**config.mk**
```make
export PLATFORM = sky130hd
export DESIGN_NAME = cpio_newc_stream_parser_unit
export DESIGN_NICKNAME = d
export VERILOG_FILES = /design/src/design/cpio_pkg.sv /design/src/design/cpio_front.sv /design/src/design/cpio_queue.sv /design/src/design/cpio_back.sv /design/src/design/cpio_newc_stream_parser_unit.sv
export VERILOG_INCLUDE_DIRS = /design/src /design/src/design
export SDC_FILE = /design/constraint.sdc
export NUM_CORES = 2
export LEC_CHECK = 0
export BUFFER_PORTS_ARGS = -buffer_cell sky130_fd_sc_hd__buf_4
export CAP_MARGIN = 10
export CORE_MARGIN = 2
export CORE_UTILIZATION = 66
export DETAILED_ROUTE_END_ITERATION = 12
export PLACE_DENSITY = 0.88
export REMOVE_ABC_BUFFERS = 1
export SETUP_SLACK_MARGIN = 0.02
export SYNTH_ARGS = -nofsm -noshare
export SYNTH_HDL_FRONTEND = slang
export SYNTH_SLANG_ARGS = --single-unit
```
**constraint.sdc**
```tcl
create_clock -name clk -period 29.4 [get_ports clk]
set_clock_uncertainty 0.1 [all_clocks]
set_input_delay 1.47 -clock clk [delete_from_list [all_inputs] [get_ports clk]]
set_output_delay 1.47 -clock clk [all_outputs]
set_load 0.03 [all_outputs]
```
**src/design/cpio_newc_stream_parser_unit_macros.svh**
```systemverilog
// Assertion macros shared by the parser modules.
`ifndef CPIO_NEWC_STREAM_PARSER_UNIT_MACROS_SVH
`define CPIO_NEWC_STREAM_PARSER_UNIT_MACROS_SVH

// Implication checked at every clock edge, outside reset.
`define CPIO_ASSERT_IMPL(label, ante, cons, msg) \
	label: assert property (@(posedge clk) disable iff (!arst_n) (ante) |-> (cons)) \
		else $error(msg);

// Condition that must hold at every clock edge, outside reset.
`define CPIO_ASSERT_ALWAYS(label, cond, msg) \
	label: assert property (@(posedge clk) disable iff (!arst_n) (cond)) \
		else $error(msg);

`endif

```
**src/design/cpio_pkg.sv**
```systemverilog
// ----------------------------------------------------------------------------
// cpio_pkg
// Shared types and constants for the cpio newc stream parser.
// ----------------------------------------------------------------------------
package cpio_pkg;

	localparam int unsigned HdrLen = 110;
	localparam int unsigned QDepth = 4;
	localparam int unsigned QAw = 2;

	// result kinds
	localparam logic [1:0] KIND_NAME = 2'd0;
	localparam logic [1:0] KIND_REC  = 2'd1;
	localparam logic [1:0] KIND_DATA = 2'd2;
	localparam logic [1:0] KIND_END  = 2'd3;

	// one classified transaction handed from front to back
	typedef struct packed {
		logic [1:0]  kind;
		logic [7:0]  byte_value;
		logic        keep_entry;
		logic        run_last;
		logic [31:0] file_mode;
		logic [31:0] owner_id;
		logic [31:0] group_id;
		logic [31:0] data_length;
		logic [31:0] name_length;
		logic        bad_header;
	} res_t;

	// hex digit decode: bit 4 is the valid flag
	function automatic logic [4:0] hex_dec(input logic [7:0] c);
		logic [4:0] r;
		r = 5'd0;
		if (c >= 8'h30 && c <= 8'h39) begin
			r = {1'b1, c[3:0]};
		end else if ((c >= 8'h61 && c <= 8'h66) || (c >= 8'h41 && c <= 8'h46)) begin
			r = {1'b1, c[3:0] + 4'd9};
		end
		return r;
	endfunction

	// "TRAILER!!!" character by position
	function automatic logic [7:0] trailer_char(input logic [3:0] i);
		logic [7:0] r;
		case (i)
			4'd0: r = 8'h54;
			4'd1: r = 8'h52;
			4'd2: r = 8'h41;
			4'd3: r = 8'h49;
			4'd4: r = 8'h4C;
			4'd5: r = 8'h45;
			4'd6: r = 8'h52;
			default: r = 8'h21;
		endcase
		return r;
	endfunction

endpackage

```
**src/design/cpio_front.sv**
```systemverilog
// ----------------------------------------------------------------------------
// cpio_front
// Stream front end: tracks archive phase, decodes the header and classifies
// each byte into at most one result transaction.
// ----------------------------------------------------------------------------
module cpio_front import cpio_pkg::*; (
	input  logic       clk,
	input  logic       arst_n,
	input  logic       take,
	input  logic [7:0] data_byte,
	input  logic       final_byte,
	output logic       res_valid,
	output res_t       res
);
	`include "cpio_newc_stream_parser_unit_macros.svh"

	typedef enum logic [2:0] {
		PH_HEADER, PH_NAME, PH_NAME_PAD, PH_DATA, PH_DATA_PAD, PH_DONE
	} phase_t;

	phase_t      phase_q;
	logic [31:0] count_q;
	logic [1:0]  align_q;
	logic [31:0] mode_q, uid_q, gid_q, size_q, nsize_q;
	logic        stop_q, bad_q, nul_q;
	logic [2:0]  match_q;

	phase_t      phase_d;
	logic [31:0] count_d;
	logic [1:0]  align_d;
	logic [31:0] mode_d, uid_d, gid_d, size_d, nsize_d;
	logic        stop_d, bad_d, nul_d;
	logic [2:0]  match_d;

	logic        emit;
	logic [1:0]  kind;
	logic        keep, last_flag;

	logic [6:0]  hp;
	logic [6:0]  rel;
	logic [3:0]  fld;
	logic [2:0]  dig;
	logic [4:0]  hx;
	logic        nlast, dlast;
	logic [2:0]  m_fin, m_upd;
	logic        trl_ok;

	assign hp    = count_q[6:0];
	assign rel   = hp - 7'd6;
	assign fld   = rel[6:3];
	assign dig   = rel[2:0];
	assign hx    = hex_dec(data_byte);
	assign nlast = (count_q == nsize_q - 32'd1);
	assign dlast = (count_q == size_q - 32'd1);
	assign trl_ok = (count_q < 32'd10) && (trailer_char(count_q[3:0]) == data_byte);

	// candidate match against ".", "..", "TRAILER!!!"
	always_comb begin
		m_fin = match_q;
		if (count_q != 32'd1)  m_fin[0] = 1'b0;
		if (count_q != 32'd2)  m_fin[1] = 1'b0;
		if (count_q != 32'd10) m_fin[2] = 1'b0;
		m_upd = match_q;
		if (!(count_q == 32'd0 && data_byte == 8'h2E)) m_upd[0] = 1'b0;
		if (!(count_q < 32'd2 && data_byte == 8'h2E))  m_upd[1] = 1'b0;
		if (!trl_ok) m_upd[2] = 1'b0;
	end

	// next-state and classification
	always_comb begin
		phase_d = phase_q; count_d = count_q; align_d = align_q + 2'd1;
		mode_d = mode_q; uid_d = uid_q; gid_d = gid_q;
		size_d = size_q; nsize_d = nsize_q;
		stop_d = stop_q; bad_d = bad_q; nul_d = nul_q; match_d = match_q;
		emit = 1'b0; kind = KIND_NAME; keep = 1'b1; last_flag = 1'b0;
		case (phase_q)
			PH_HEADER: begin
				if (hp == 7'd0) begin
					mode_d = '0; uid_d = '0; gid_d = '0; size_d = '0; nsize_d = '0;
					bad_d = 1'b0; stop_d = 1'b0;
				end
				if (hp >= 7'd6) begin
					if (dig == 3'd0) stop_d = 1'b0;
					if ((fld == 4'd1 || fld == 4'd2 || fld == 4'd3 || fld == 4'd6 ||
						fld == 4'd11) && !stop_d) begin
						if (!hx[4]) begin
							stop_d = 1'b1; bad_d = 1'b1;
						end else begin
							case (fld)
								4'd1: mode_d = {mode_q[27:0], hx[3:0]};
								4'd2: uid_d = {uid_q[27:0], hx[3:0]};
								4'd3: gid_d = {gid_q[27:0], hx[3:0]};
								4'd6: size_d = {size_q[27:0], hx[3:0]};
								default: nsize_d = {nsize_q[27:0], hx[3:0]};
							endcase
						end
					end
				end
				if (hp != 7'(HdrLen - 1)) begin
					count_d = count_q + 32'd1;
				end else begin
					count_d = '0; nul_d = 1'b0; match_d = 3'b111;
					if (nsize_d == 32'd0) begin
						// empty name: record right away
						match_d = 3'b000; nul_d = 1'b1; emit = 1'b1; kind = KIND_REC;
						if (align_d == 2'd0) phase_d = (size_d == 0) ? PH_HEADER : PH_DATA;
						else phase_d = PH_NAME_PAD;
					end else begin
						phase_d = PH_NAME;
					end
				end
			end
			PH_NAME: begin
				if (!nul_q) begin
					if (data_byte == 8'h00 || nlast) begin
						match_d = m_fin; nul_d = 1'b1; emit = 1'b1;
						kind = m_fin[2] ? KIND_END : KIND_REC;
						keep = m_fin[2] | ~(|m_fin[1:0]);
					end else begin
						match_d = m_upd; emit = 1'b1; kind = KIND_NAME;
						last_flag = (nsize_q >= 32'd2) && (count_q == nsize_q - 32'd2);
					end
				end
				if (nlast) begin
					count_d = '0;
					if (match_d[2]) phase_d = PH_DONE;
					else if (align_d == 2'd0) phase_d = (size_q == 0) ? PH_HEADER : PH_DATA;
					else phase_d = PH_NAME_PAD;
				end else begin
					count_d = count_q + 32'd1;
				end
			end
			PH_NAME_PAD: begin
				if (align_d == 2'd0) begin
					count_d = '0; phase_d = (size_q == 0) ? PH_HEADER : PH_DATA;
				end
			end
			PH_DATA: begin
				if (match_q[1:0] == 2'b00) begin
					emit = 1'b1; kind = KIND_DATA; last_flag = dlast;
				end
				if (dlast) begin
					count_d = '0; phase_d = (align_d == 2'd0) ? PH_HEADER : PH_DATA_PAD;
				end else begin
					count_d = count_q + 32'd1;
				end
			end
			PH_DATA_PAD: begin
				if (align_d == 2'd0) begin
					count_d = '0; phase_d = PH_HEADER;
				end
			end
			default: ;
		endcase
		if (final_byte) begin
			phase_d = PH_HEADER; count_d = '0; align_d = '0;
			stop_d = 1'b0; nul_d = 1'b0; match_d = 3'b111;
		end
	end

	// state registers and the front output stage
	always_ff @(posedge clk or negedge arst_n) begin
		if (!arst_n) begin
			phase_q <= PH_HEADER; count_q <= '0; align_q <= '0;
			mode_q <= '0; uid_q <= '0; gid_q <= '0; size_q <= '0; nsize_q <= '0;
			stop_q <= 1'b0; bad_q <= 1'b0; nul_q <= 1'b0; match_q <= 3'b111;
			res_valid <= 1'b0;
		end else begin
			res_valid <= take & emit;
			if (take) begin
				phase_q <= phase_d; count_q <= count_d; align_q <= align_d;
				mode_q <= mode_d; uid_q <= uid_d; gid_q <= gid_d;
				size_q <= size_d; nsize_q <= nsize_d;
				stop_q <= stop_d; bad_q <= bad_d; nul_q <= nul_d; match_q <= match_d;
			end
		end
	end

	// result payload
	always_ff @(posedge clk) begin
		if (take && emit) begin
			res.kind <= kind;
			res.byte_value <= (kind == KIND_NAME || kind == KIND_DATA) ? data_byte : 8'd0;
			res.keep_entry <= keep;
			res.run_last <= last_flag;
			res.file_mode <= mode_d; res.owner_id <= uid_d; res.group_id <= gid_d;
			res.data_length <= size_d; res.name_length <= nsize_d;
			res.bad_header <= bad_d;
		end
	end

	`CPIO_ASSERT_IMPL(a_fin_reset, take && final_byte, ##1 (phase_q == PH_HEADER && count_q == 0), "final byte did not return to header start")
	`CPIO_ASSERT_IMPL(a_hdr_count, phase_q == PH_HEADER, count_q < 32'(HdrLen), "header count past header length")
	`CPIO_ASSERT_IMPL(a_done_quiet, take && phase_q == PH_DONE, ##1 !res_valid, "result after archive end")
endmodule

```
**src/design/cpio_queue.sv**
```systemverilog
// ----------------------------------------------------------------------------
// cpio_queue
// Short result queue between the classifying front and the output back end.
// ----------------------------------------------------------------------------
module cpio_queue import cpio_pkg::*; (
	input  logic clk,
	input  logic arst_n,
	input  logic push,
	input  res_t push_data,
	input  logic pop,
	output logic not_empty,
	output logic room,
	output res_t head
);
	`include "cpio_newc_stream_parser_unit_macros.svh"

	res_t           mem_q [QDepth];
	logic [QAw-1:0] wr_q, rd_q;
	logic [QAw:0]   cnt_q;

	assign not_empty = (cnt_q != '0);
	// keep two slots spare for the transaction in flight in the front stage
	assign room = (cnt_q <= (QAw+1)'(QDepth - 2));
	assign head = mem_q[rd_q];

	// pointers and fill count
	always_ff @(posedge clk or negedge arst_n) begin
		if (!arst_n) begin
			wr_q <= '0; rd_q <= '0; cnt_q <= '0;
		end else begin
			if (push) wr_q <= wr_q + QAw'(1);
			if (pop) rd_q <= rd_q + QAw'(1);
			cnt_q <= cnt_q + (QAw+1)'(push) - (QAw+1)'(pop);
		end
	end

	// storage
	always_ff @(posedge clk) begin
		if (push) mem_q[wr_q] <= push_data;
	end

	`CPIO_ASSERT_ALWAYS(a_no_ovf, !(push && !pop && cnt_q == (QAw+1)'(QDepth)), "queue overflow")
	`CPIO_ASSERT_ALWAYS(a_no_udf, !(pop && cnt_q == '0), "queue underflow")
	`CPIO_ASSERT_ALWAYS(a_cnt_rng, cnt_q <= (QAw+1)'(QDepth), "queue count out of range")
endmodule

```
**src/design/cpio_back.sv**
```systemverilog
// ----------------------------------------------------------------------------
// cpio_back
// Output back end: presents queued result transactions on the port.
// ----------------------------------------------------------------------------
module cpio_back import cpio_pkg::*; (
	input  logic        clk,
	input  logic        arst_n,
	input  logic        q_not_empty,
	input  res_t        q_head,
	output logic        q_pop,
	output logic        valid,
	input  logic        stall,
	output logic [1:0]  kind,
	output logic [7:0]  byte_value,
	output logic [31:0] file_mode,
	output logic [31:0] owner_id,
	output logic [31:0] group_id,
	output logic [31:0] data_length,
	output logic [31:0] name_length,
	output logic        keep_entry,
	output logic        bad_header,
	output logic        run_last
);
	res_t out_q;
	logic load;

	// load the output register when it is empty or being drained
	assign load  = q_not_empty && (!valid || !stall);
	assign q_pop = load;

	always_ff @(posedge clk or negedge arst_n) begin
		if (!arst_n) begin
			valid <= 1'b0;
		end else if (load) begin
			valid <= 1'b1;
		end else if (!stall) begin
			valid <= 1'b0;
		end
	end

	always_ff @(posedge clk) begin
		if (load) out_q <= q_head;
	end

	assign kind        = out_q.kind;
	assign byte_value  = out_q.byte_value;
	assign file_mode   = out_q.file_mode;
	assign owner_id    = out_q.owner_id;
	assign group_id    = out_q.group_id;
	assign data_length = out_q.data_length;
	assign name_length = out_q.name_length;
	assign keep_entry  = out_q.keep_entry;
	assign bad_header  = out_q.bad_header;
	assign run_last    = out_q.run_last;
endmodule

```
**src/design/cpio_newc_stream_parser_unit.sv**
```systemverilog
// ----------------------------------------------------------------------------
// cpio_newc_stream_parser_unit
// Byte-serial cpio newc archive parser with decoupled output queue.
// ----------------------------------------------------------------------------
// One archive byte is taken per clock while the result queue has room; each
// byte yields at most one result transaction (name byte, entry record, data
// byte or archive end), passed through the front output stage and the queue
// to the output register, held while the output is stalled. Throughput is one
// byte per cycle while the queue has room, set by the per-byte phase and hex
// accumulator update in the front; the four-entry queue absorbs output stalls.
module cpio_newc_stream_parser_unit import cpio_pkg::*; (
	input  logic        clk,
	input  logic        arst_n,
	input  logic        in_valid,
	output logic        in_stall,
	input  logic [7:0]  data_byte,
	input  logic        final_byte,
	output logic        out_valid,
	input  logic        out_stall,
	output logic [1:0]  kind,
	output logic [7:0]  byte_value,
	output logic [31:0] file_mode,
	output logic [31:0] owner_id,
	output logic [31:0] group_id,
	output logic [31:0] data_length,
	output logic [31:0] name_length,
	output logic        keep_entry,
	output logic        bad_header,
	output logic        run_last
);
	logic take, res_valid, q_ne, q_room, q_pop;
	res_t res, q_head;

	assign in_stall = !q_room;
	assign take = in_valid && q_room;

	cpio_front u_front (
		.clk, .arst_n, .take, .data_byte, .final_byte, .res_valid, .res
	);

	cpio_queue u_queue (
		.clk, .arst_n, .push(res_valid), .push_data(res), .pop(q_pop),
		.not_empty(q_ne), .room(q_room), .head(q_head)
	);

	cpio_back u_back (
		.clk, .arst_n, .q_not_empty(q_ne), .q_head, .q_pop,
		.valid(out_valid), .stall(out_stall), .kind, .byte_value, .file_mode,
		.owner_id, .group_id, .data_length, .name_length, .keep_entry,
		.bad_header, .run_last
	);
endmodule
```
==> flow_summary.json <==
{
  "outcome": "finished, final reports clean",
  "die_h_um": 281,
  "finalSetupViolations": 0,
  "yosys_warnings": 0,
  "fin_crit_sh_pct": 20.6,
  "hold_buffers": 0,
  "grt_overflow": 0,
  "core_mm2": 0.0761,
  "cts-resized-gates": 0,
  "synth.area.top_cells": "edfxtp_1, dfrtp_1, mux4_2, nand2_1, a22o_1",
  "grt_pass1_vias": 30200,
  "root_buffer": "clkbuf_16",
  "fin_tns_setup_ps": 0,
  "wirelength_um": 127000,
  "die_area_mm2": 0.0792,
  "viasPerCell": 6.77,
  "numClockSinks": 1250,
  "ys_types": 92,
  "synth_top_area_share_pct": 61.4,
  "clock_latency_ps": 700,
  "grt_max_degree": 137,
  "synth-edff-count": 1038,
  "drt_iter0_drc": 4031,
  "startpoint_type": "flop",
  "leakage_nw": 20.8,
  "track_usage_pct": 32.4,
  "cts_buffer_depth": 3,
  "hpwl_um": 71700,
  "final_area_mm2": 0.0570,
  "syn_to_final_growth_pct": 12.2,
  "netlist_instances": 3220,
  "remaining_drc_errors": 0,
  "regMostFlops": "u_queue.mem_q",
  "wire_per_inst_um": 28.4,
  "avgSynthCellArea_um2": 15.8,
  "rrSetupSlack_ps": 23350,
  "reg_top3": "u_queue.mem_q: 692 flops, u_front.res: 173 flops",
  "worstHoldPathCells": 0,
  "hold_class": "reg2reg",
  "slowest_stage": "dfrtp_1",
  "whs_endpoint": "u_queue.mem_q[2][2]",
  "synth_compound_area_share_pct": 6.39,
  "rr_startpoint": "u_front.count_q[2]",
  "pin_count": 188,
  "max_cap_violations": 0,
  "grt_setup_unrepaired": "false",
  "num_rows": 101,
  "ys.flop_type": "edfxtp_1",
  "synth_fa_ha_area_share_pct": 0.606,
  "cts_setup_buffers": 0,
  "cp.arrival_ps": 6250,
  "antenna_found_initial": 4,
  "crit_type": "reg2reg",
  "drtPass1Iterations": 7,
  "critPathMostFrequentCell": "or3_1",
  "path_cells": "ha_1 > or3_1 > nor3_1 > a31oi_1 > o2111ai_1 > nor4b_1 > or3_1 > nand3_1 > o211ai_1 > and3_4 > buf_4",
  "power_density_mw_per_mm2": 92.2,
  "rr_worst_depth": 11,
  "path_clk_slew_ps": 60,
  "hp-start": "u_front.res[2]",
  "drv_slew": 0,
  "synth-xor-area-share_pct": 1.91,
  "crit_family": "simple AND/OR/NAND/NOR gates",
  "cts_tree": "yes",
  "drt.antenna.violating_nets": 0,
  "synth_top_family_by_area": "multiplexers",
  "layout-drive-gt1-share_pct": 19.4,
  "worst-slew-pin-transition_ps": 1290,
  "yosysSeqAreaShare_pct": 71.8,
  "numCtsBuffers": 113,
  "place_congestion": 0.898,
  "cpPeakStageDelay_ps": 940,
  "die_w_um": 281,
  "antennaDiodeCount": 0,
  "r2r_end": "u_front.res[54]",
  "ir_drop_v": 0.0000957,
  "async_reset_ff_share_pct": 17.0,
  "largest_register_ffs": 692,
  "synth-seq-cells": 1250,
  "startpoint": "u_front.count_q[2]",
  "io_buffers": 187,
  "max_slew_margin_pct": 13.1,
  "start_util_pct": 66.8,
  "max_freq_mhz": 165,
  "synth_top_area_cell": "edfxtp_1",
  "nets": 3378,
  "grt_pass1_wl_um": 191000,
  "synth-simple-area-share_pct": 8.66,
  "vias": 30300,
  "finalHoldViolCount": 0,
  "synth.area.mux_share_pct": 8.66,
  "period_needed_ps": 6050,
  "critPathBufInv": 1,
  "htree_levels": 3,
  "syn_area_mm2": 0.0508,
  "critPathCaptureType": "flop",
  "worst-path-stages": 11,
  "placed_area_mm2": 0.0531,
  "cp.required_ps": 29600,
  "critPathMaxFanout": 68
}
[logic make-up (layout without fill, tap and decap cells)]
family	after synthesis	count (layout)
XOR/XNOR	111	111
AND/OR/NAND/NOR	922	922
adder cells (fa/ha/maj)	24	24
buffers and inverters	257	478
flip-flops	1250	1250
AO/OA/AOI/OAI	437	437
multiplexers	219	219
[routing by layer]
layer	track usage [%]	vias to the layer above	wire, µm
met4	11.3	10	4850
met1	43.2	15400	47400
met2	55.4	1897	65000
met5	0	-	69
met3	4.71	358	9690
li1	-	12600	-
[worst max path at each step]
stage                        end  slack, ps
2_1_floorplan  u_front.res_valid      17000
3_3_place_gp     u_front.res[25]      23330
3_5_place_dp     u_front.res[25]      23130
4_1_cts          u_front.res[54]      23480
5_1_grt          u_front.res[54]      23010
6_report         u_front.res[54]      23350
[cell usage in the layout (no fill, tap or decap), types with 20 or more instances in the layout]
cell type / instances
ha_1: 23
nand3_1: 45
a22o_1: 152
xor2_1: 39
clkinv_2: 22
clkbuf_1: 27
a31oi_1: 20
nor2_1: 105
dfrtp_1: 207
inv_1: 39
and3_1: 26
o21ai_0: 56
nor4_1: 36
buf_4: 217
mux2_2: 36
a21oi_1: 63
xnor2_1: 72
a32o_1: 21
nand4_1: 32
nand2_1: 485
mux4_2: 173
clkbuf_16: 116
nor3_1: 50
edfxtp_1: 1038
[metrics by stage]
stage	power, W	utilization (%)	instances	hold slack (ps)	setup slack (ps)
finish	0.00526	75.0	4471	361	23350
global route	0.00544	75.0	4471	392	23010
CTS	0.00526	74.9	4469	363	23480
detailed placement	0.00372	69.7	4254	370	23130
global placement	0.00368	69.7	4254	358	23330
floorplan	0.00336	-	3002	346	17000
[cells in the mapped netlist, types with 13 or more instances]
cell	instances
mux4_2	173
o21ai_1	18
dfrtp_1	209
inv_1	39
nor2_1	107
a22o_1	152
xnor2_1	72
mux2_2	36
nand3_1	45
edfxtp_1	1038
a32o_1	21
o21ai_0	56
a21oi_1	64
buf_2	13
o22ai_1	14
buf_1	43
nand4_1	32
xor2_1	39
and3_1	27
ha_1	23
nor3_1	51
nand2_1	485
clkbuf_1	159
o31ai_1	14
nor4_1	36
or3_1	16
a31oi_1	20
and2_1	15
nand2b_1	19
or4_1	16
[where the power goes]
part	switching, W	internal [W]	leakage, nW
Clock	0.000661	0.000867	1.91
Sequential	0.000137	0.00213	12.6
Combinational	0.000914	0.000550	6.37
Total	0.00171	0.00355	20.8
[area by class of cell]
| type | instances | area (µm²) |
|---|---|---|
| tap | 1030 | 1290 |
| sequential | 1250 | 36500 |
| timing repair buffer | 224 | 1780 |
| inverter | 39 | 146 |
| multi-input combinational | 1713 | 13400 |
| clock inverter | 53 | 648 |
| clock buffer | 162 | 3270 |
| fill | 4102 | 19100 |
Power figures use the tool's default switching activity.
